[src/rtl/lkvc_pkg.sv]
// Package for the LRU key-value cache.
// Holds sizes, register codes and the request and response types.
// No dependencies.
package lkvc_pkg;

    localparam int ENTRIES    = 16;
    localparam int KEY_BITS   = 16;
    localparam int VALUE_BITS = 32;
    localparam int RANK_BITS  = (ENTRIES > 1) ? $clog2(ENTRIES) : 1;
    localparam int COUNT_BITS = $clog2(ENTRIES + 1);
    localparam int CAP_BITS   = 5;
    localparam int ADDR_BITS  = 3;
    localparam int DATA_BITS  = 32;

    localparam logic [CAP_BITS-1:0] CAP_RESET = CAP_BITS'(16);

    // Register index, decoded from paddr[2].
    localparam logic REG_CAPACITY = 1'b0;

    typedef enum logic {
        OP_GET = 1'b0,
        OP_PUT = 1'b1
    } t_op;

    typedef struct packed {
        t_op                   op;
        logic [KEY_BITS-1:0]   key;
        logic [VALUE_BITS-1:0] value;
    } t_req;

    typedef struct packed {
        logic                  hit;
        logic [VALUE_BITS-1:0] value;
    } t_rsp;

endpackage

[src/rtl/lru_key_value_cache_top.sv]
// LRU key-value cache top level: input register, entry store, result register.
// An accepted transaction passes through the input register and then the result register.
// Throughput: one transaction per cycle; busy is always low.
// The entry store is updated in the cycle after the input register.
// Synchronous active-low reset empties the cache and sets capacity to 16.
// Depends on lkvc_pkg, lkvc_regs and lkvc_store.
module lru_key_value_cache_top
    import lkvc_pkg::*;
(
    input  logic                  i_clk,
    input  logic                  i_rst_n,
    input  logic                  start,
    output logic                  busy,
    input  logic                  i_operation,
    input  logic [KEY_BITS-1:0]   i_lookup_key,
    input  logic [VALUE_BITS-1:0] i_store_value,
    output logic                  o_strobe,
    output logic                  o_hit,
    output logic [VALUE_BITS-1:0] o_read_value,
    input  logic                  psel,
    input  logic                  penable,
    input  logic                  pwrite,
    input  logic [ADDR_BITS-1:0]  paddr,
    input  logic [DATA_BITS-1:0]  pwdata,
    output logic [DATA_BITS-1:0]  prdata,
    output logic                  pready
);

    logic                r_req_valid;
    t_req                r_req;
    logic                r_strobe;
    t_rsp                r_rsp;
    t_rsp                rsp;
    logic [CAP_BITS-1:0] capacity;
    logic                accept;

    assign busy   = 1'b0;
    assign accept = start && !busy;

    lkvc_regs u_regs (
        .i_clk      (i_clk),
        .i_rst_n    (i_rst_n),
        .psel       (psel),
        .penable    (penable),
        .pwrite     (pwrite),
        .paddr      (paddr),
        .pwdata     (pwdata),
        .prdata     (prdata),
        .pready     (pready),
        .o_capacity (capacity)
    );

    always_ff @(posedge i_clk) begin
        if (!i_rst_n) begin
            r_req_valid <= 1'b0;
            r_strobe    <= 1'b0;
        end else begin
            r_req_valid <= accept;
            r_strobe    <= r_req_valid;
        end
    end

    always_ff @(posedge i_clk) begin
        if (accept) begin
            r_req.op    <= t_op'(i_operation);
            r_req.key   <= i_lookup_key;
            r_req.value <= i_store_value;
        end
        if (r_req_valid) begin
            r_rsp <= rsp;
        end
    end

    lkvc_store u_store (
        .i_clk       (i_clk),
        .i_rst_n     (i_rst_n),
        .i_req_valid (r_req_valid),
        .i_req       (r_req),
        .i_capacity  (capacity),
        .o_rsp       (rsp)
    );

    assign o_strobe     = r_strobe;
    assign o_hit        = r_rsp.hit;
    assign o_read_value = r_rsp.value;

endmodule

[src/rtl/lkvc_regs.sv]
// Configuration register file with an APB-style port.
// Holds the capacity register. Depends on lkvc_pkg.
module lkvc_regs
    import lkvc_pkg::*;
(
    input  logic                 i_clk,
    input  logic                 i_rst_n,
    input  logic                 psel,
    input  logic                 penable,
    input  logic                 pwrite,
    input  logic [ADDR_BITS-1:0] paddr,
    input  logic [DATA_BITS-1:0] pwdata,
    output logic [DATA_BITS-1:0] prdata,
    output logic                 pready,
    output logic [CAP_BITS-1:0]  o_capacity
);

    logic [CAP_BITS-1:0] r_capacity;
    logic [CAP_BITS-1:0] n_capacity;
    logic                wr_en;

    assign pready = 1'b1;
    assign wr_en  = psel && penable && pwrite && pready;

    always_comb begin
        n_capacity = r_capacity;
        if (wr_en && (paddr[2] == REG_CAPACITY)) begin
            n_capacity = pwdata[CAP_BITS-1:0];
        end
    end

    always_ff @(posedge i_clk) begin
        if (!i_rst_n) begin
            r_capacity <= CAP_RESET;
        end else begin
            r_capacity <= n_capacity;
        end
    end

    always_comb begin
        prdata = '0;
        if (paddr[2] == REG_CAPACITY) begin
            prdata = DATA_BITS'(r_capacity);
        end
    end

    assign o_capacity = r_capacity;

endmodule

[src/rtl/lkvc_store.sv]
// Entry store of the LRU cache: valid bits, keys, values and recency ranks.
// Parallel key compare, rank update, eviction and insertion are combinational; the new state is registered.
// Depends on lkvc_pkg.
module lkvc_store
    import lkvc_pkg::*;
(
    input  logic                i_clk,
    input  logic                i_rst_n,
    input  logic                i_req_valid,
    input  t_req                i_req,
    input  logic [CAP_BITS-1:0] i_capacity,
    output t_rsp                o_rsp
);

    logic [ENTRIES-1:0]    r_valid;
    logic [KEY_BITS-1:0]   r_key   [ENTRIES];
    logic [VALUE_BITS-1:0] r_value [ENTRIES];
    logic [RANK_BITS-1:0]  r_rank  [ENTRIES];

    logic [ENTRIES-1:0]    n_valid;
    logic [VALUE_BITS-1:0] n_value [ENTRIES];
    logic [RANK_BITS-1:0]  n_rank  [ENTRIES];

    logic [ENTRIES-1:0]    match;
    logic [ENTRIES-1:0]    evict;
    logic [ENTRIES-1:0]    insert;
    logic [ENTRIES-1:0]    kept;
    logic                  any_match;
    logic [RANK_BITS-1:0]  found_rank;
    logic [VALUE_BITS-1:0] found_value;
    logic [COUNT_BITS-1:0] count;
    logic [CAP_BITS-1:0]   eff_cap;
    logic [CAP_BITS-1:0]   cap_m1;
    logic                  full;
    logic                  put_miss;
    logic                  taken;

    always_comb begin
        match       = '0;
        found_rank  = '0;
        found_value = '0;
        count       = '0;
        for (int i = 0; i < ENTRIES; i++) begin
            match[i]    = r_valid[i] && (r_key[i] == i_req.key);
            count       = count + COUNT_BITS'(r_valid[i]);
            found_rank  = found_rank | (r_rank[i] & {RANK_BITS{match[i]}});
            found_value = found_value | (r_value[i] & {VALUE_BITS{match[i]}});
        end
        any_match = |match;
    end

    always_comb begin
        if (i_capacity == '0) begin
            eff_cap = CAP_BITS'(1);
        end else if (i_capacity > CAP_BITS'(ENTRIES)) begin
            eff_cap = CAP_BITS'(ENTRIES);
        end else begin
            eff_cap = i_capacity;
        end
        cap_m1   = eff_cap - CAP_BITS'(1);
        full     = CAP_BITS'(count) >= eff_cap;
        put_miss = i_req_valid && (i_req.op == OP_PUT) && !any_match;
    end

    always_comb begin
        taken = 1'b0;
        for (int i = 0; i < ENTRIES; i++) begin
            evict[i]  = put_miss && full && r_valid[i]
                        && (CAP_BITS'(r_rank[i]) >= cap_m1);
            kept[i]   = r_valid[i] && !evict[i];
            insert[i] = put_miss && !kept[i] && !taken;
            taken     = taken || !kept[i];
        end
    end

    always_comb begin
        for (int i = 0; i < ENTRIES; i++) begin
            n_valid[i] = r_valid[i];
            n_value[i] = r_value[i];
            n_rank[i]  = r_rank[i];
            if (i_req_valid && any_match) begin
                if (match[i]) begin
                    n_rank[i] = '0;
                    if (i_req.op == OP_PUT) begin
                        n_value[i] = i_req.value;
                    end
                end else if (r_valid[i] && (r_rank[i] < found_rank)) begin
                    n_rank[i] = r_rank[i] + RANK_BITS'(1);
                end
            end else if (put_miss) begin
                n_valid[i] = kept[i] || insert[i];
                if (insert[i]) begin
                    n_rank[i]  = '0;
                    n_value[i] = i_req.value;
                end else if (kept[i]) begin
                    n_rank[i] = r_rank[i] + RANK_BITS'(1);
                end
            end
        end
    end

    always_ff @(posedge i_clk) begin
        if (!i_rst_n) begin
            r_valid <= '0;
        end else begin
            r_valid <= n_valid;
        end
    end

    always_ff @(posedge i_clk) begin
        for (int i = 0; i < ENTRIES; i++) begin
            r_value[i] <= n_value[i];
            r_rank[i]  <= n_rank[i];
            if (insert[i]) begin
                r_key[i] <= i_req.key;
            end
        end
    end

    always_comb begin
        o_rsp.hit   = (i_req.op == OP_GET) && any_match;
        o_rsp.value = o_rsp.hit ? found_value : '0;
    end

endmodule

[config.mk]
export PLATFORM = sky130hd
export DESIGN_NAME = lru_key_value_cache_top
export DESIGN_NICKNAME = d
export VERILOG_FILES = /design/src/rtl/lkvc_pkg.sv /design/src/rtl/lru_key_value_cache_top.sv /design/src/rtl/lkvc_regs.sv /design/src/rtl/lkvc_store.sv
export SDC_FILE = /design/constraint.sdc
export NUM_CORES = 1
export LEC_CHECK = 0
export BUFFER_PORTS_ARGS = -buffer_cell sky130_fd_sc_hd__buf_2
export CAP_MARGIN = 20
export CELL_PAD_IN_SITES_DETAIL_PLACEMENT = 1
export CELL_PAD_IN_SITES_GLOBAL_PLACEMENT = 2
export CORE_MARGIN = 2
export CORE_UTILIZATION = 49
export DETAILED_ROUTE_END_ITERATION = 10
export PLACE_DENSITY = 0.93
export SYNTH_ARGS = -nofsm -noshare
export SYNTH_HDL_FRONTEND = slang
export SYNTH_SLANG_ARGS = --single-unit
[constraint.sdc]
create_clock -name i_clk -period 15.5 [get_ports i_clk]
set_input_delay 2.325 -clock i_clk [delete_from_list [all_inputs] [get_ports i_clk]]
set_output_delay 2.325 -clock i_clk [all_outputs]
set_load 0.02 [all_outputs]
==> impl_metrics.toml <==
[clock_network]
hold_buffers = 0
tritoncts = "done"
cts_max_path_buffers = 3
cts_buffers = 95
path_clk_slew_ns = 0.07
cts_root_buffer = "clkbuf_16"
clock_sinks = 937
insertion_delay_ns = 0.70
htree_levels = 3
cts_setup_buffers = 0
cts_resized = 0

[logic_synthesis]
synth-seq-area-share_pct = 68.8
synthFlopType = "edfxtp_1"
syn_avg_cell_area_um2 = 15.3
synth-edff-count = 914
syn_area_um2 = 40600
yosysWarnings = 0
syn_inst = 2645
ys_seq_elements = 937
async_flop_share_pct = 0
synth.distinct_cells = 74

[floorplan]
die_area_um2 = 85200
die_w_um = 292
design.core.area_um2 = 82100
ios = 158
std_cell_rows = 105
die_h_um = 292
initial_utilization_pct = 49.4

[detailed_routing]
ant_nets = 0
drt_iter0_drc = 3390
routedWlPerCell_um = 33.5
vias = 26739
post_drt_via_cell_ratio = 6.78
dr.pass1.iters = 6
wl_mm = 132
drc = 0

[worst_setup_path]
reg2reg_from = "u_store.r_valid[1]$_SDFFE_PN0P_"
rr_worst_depth = 22
crit_family = "adder cells"
max_stage_delay_ns = 0.88
startpoint = "u_store.r_valid[1]$_SDFFE_PN0P_"
critPathArrivalTime_ns = 9.57
required_ns = 15.83
crit_path_start_kind = "flip-flop"
crit_top_cell = "fa_1"
path_class = "flip-flop to flip-flop"
path_depth = 22
path_buf_inv = 2
endpoint_kind = "flip-flop"
cp_slowest_cell = "and4b_1"
cp_max_fo = 21
path_cells = "ha_1, inv_1, fa_1, fa_1, fa_1, fa_1, fa_1, fa_1, nor2b_1, o21a_1, ha_1, nor2_1, a311oi_1, o21ai_0, a211oi_1, nand4_1, or3_1, o21a_1, and4b_1, a21o_1, and2_2, buf_4"

[layout]
antennaDiodeCount = 0
multi_input_area_um2 = 11800
mostFrequentLayoutCells = "edfxtp_1 (914), xnor2_1 (198), ha_1 (139), a221oi_1 (106), a22o_1 (102)"
fillers = 7650
seqCellArea_um2 = 27900
drive_gt1_share_pct = 13.1
layout_commonest_cell = "edfxtp_1"
layout.nets = 3030
fin_util_pct = 55.4
synthToLayoutAreaGrowth_pct = 12.1

[place]
port_buffers = 99
gp_congestion = 0.905
place_hpwl_mm = 71.7

[timing]
worstMarginPinSlew_ns = 1.08
grt_setup_unrepaired = "false"
setup_violations = 0
fmax_mhz = 108
post-route-period-util_pct = 59.6
drv_slew = 0
finalSetupTns_ns = 0
finalCriticalPeriod_ns = 9.24
final_hold_viol_count = 0
fin_skew_ns = 0.0432
slew_headroom_pct = 27.5

[hold_path]
hold_start = "u_regs.o_capacity[0]$_SDFFE_PN0P_"
hp-class = "flip-flop to flip-flop"
holdPathStages = 2

[global_route]
grt_pass1_wl_mm = 191
antenna_found_initial = 3
grtUsageTotal_pct = 30.7
gr-total-overflow = 0
grt_pass1_vias = 28490
grt_max_degree = 55

[power_and_ir_drop]
power_frac_comb_pct = 3.7
switching_share_pct = 22.6
p_switching_mw = 1.22
ir_worst_vdd_v = 0.000123
clkPwrFrac_pct = 43.4
p_int_mw = 4.17
seqPwrFrac_pct = 52.9
p_per_area_nw_per_um2 = 118
power.leakage_nw = 15.1

[run_status]
status = "complete, no violations"

[flow_run]
cap_violations = 0
flip-flops by register name, indices dropped and copies added, names as in the netlist:
register,flops
o_read_value,32
u_store.r_value,512
u_regs.o_capacity,5
r_req,49
u_store.r_key,256
r_req_valid,1
o_hit,1
u_store.r_rank,64
u_store.r_valid,16
o_strobe,1
worst paths after layout:
path / slack (ns) / endpoint
worst max-delay path: 6.26 / u_store.r_value[0][205]$_DFFE_PP_
worst min-delay path: 0.57 / u_regs.o_capacity[0]$_SDFFE_PN0P_
worst max register to register: 6.26 / u_store.r_value[0][205]$_DFFE_PP_
worst min register to register: 0.57 / u_regs.o_capacity[0]$_SDFFE_PN0P_
worst reg2reg max path, cell delays in order (launching register included):
cell and delay (ns):
dfxtp_1 0.66, ha_1 0.35, inv_1 0.08, fa_1 0.43, fa_1 0.52, fa_1 0.43, fa_1 0.48, fa_1 0.44
fa_1 0.49, nor2b_1 0.13, o21a_1 0.14, ha_1 0.20, nor2_1 0.06, a311oi_1 0.25, o21ai_0 0.18, a211oi_1 0.65
nand4_1 0.21, or3_1 0.69, o21a_1 0.34, and4b_1 0.88, a21o_1 0.25, and2_2 0.51, buf_4 0.52
cells by family after synthesis:
family / after synthesis / share of synthesized area (%)
AO/OA/AOI/OAI: 548 / 10.2
adder cells (fa/ha/maj): 149 / 4.78
XOR/XNOR: 291 / 6.30
buffers and inverters: 218 / 2.79
flip-flops: 937 / 68.8
other: 2 / 0.0185
multiplexers: 4 / 0.0987
AND/OR/NAND/NOR: 496 / 7.03
cell type report:
type | count | share of cell area, %
multi-input cells | 1517 | 25.9
clock buffers | 112 | 5.39
clock inverters | 66 | 1.53
inverters | 69 | 0.569
flip-flops and latches | 937 | 61.4
well taps | 1070 | 2.94
repair buffers | 171 | 2.29
layer usage:
| metal | wire length [µm] | GRT usage, % | part of all wire [%] |
|---|---|---|---|
| met1 | 47900 | 38.6 | 36 |
| met2 | 64500 | 51.2 | 49 |
| met3 | 12400 | 5.12 | 9.4 |
| met4 | 7220 | 16.3 | 5.5 |
| met5 | 17 | 0 | 0.013 |
power groups by stage:
stage               Sequential (mW)  Combinational (mW)  Clock (mW)
floorplan                      2.90               0.124           0
global route                   2.85               0.212        2.42
CTS                            2.85               0.197        2.35
global placement               2.89               0.180           0
finish                         2.85               0.201        2.34
detailed placement             2.90               0.192           0
synthesized netlist by cell type, drive strengths merged (4+ instances only):
master,instances,area [µm²]
nor3b,5,52.6
or2,5,31.3
nand3,58,290
a32oi,4,42.6
nand4,71,450
nor4b,15,146
a21o,42,315
buf,83,624
inv,68,255
o21ai,49,249
nor2,69,259
a211oi,29,218
or3,8,55.1
nor4,33,236
fa,10,200
clkbuf,66,248
ha,139,1740
and2,32,200
a21boi,8,60.1
or4b,4,40.0
o211ai,4,35.0
and4,10,87.6
o21a,10,75.1
nor3,31,160
a31oi,41,257
a21oi,44,220
a22o,102,893
or4,5,37.5
xnor2,198,1730
and3,41,257
nor2b,15,93.8
edfxtp,914,27400
xor2,93,822
a211o,5,43.8
dfxtp,23,460
and4b,4,43.8
a22oi,81,608
mux2i,4,40.0
nand2,66,248
nand2b,19,119
a221oi,106,928
stage by stage:
step                cells  hold slack (ns)  power [mW]  cell area [µm²]  setup slack [ns]
floorplan            2672            0.517        3.02            40700              7.48
global placement     3763            0.555        3.07            42300              6.71
detailed placement   3763            0.573        3.09            42300              6.36
CTS                  3941            0.576        5.39            45500              6.13
global route         3942            0.635        5.48            45500              5.91
finish               3942            0.568        5.39            45500              6.26
(Power assumes the default switching activity.)
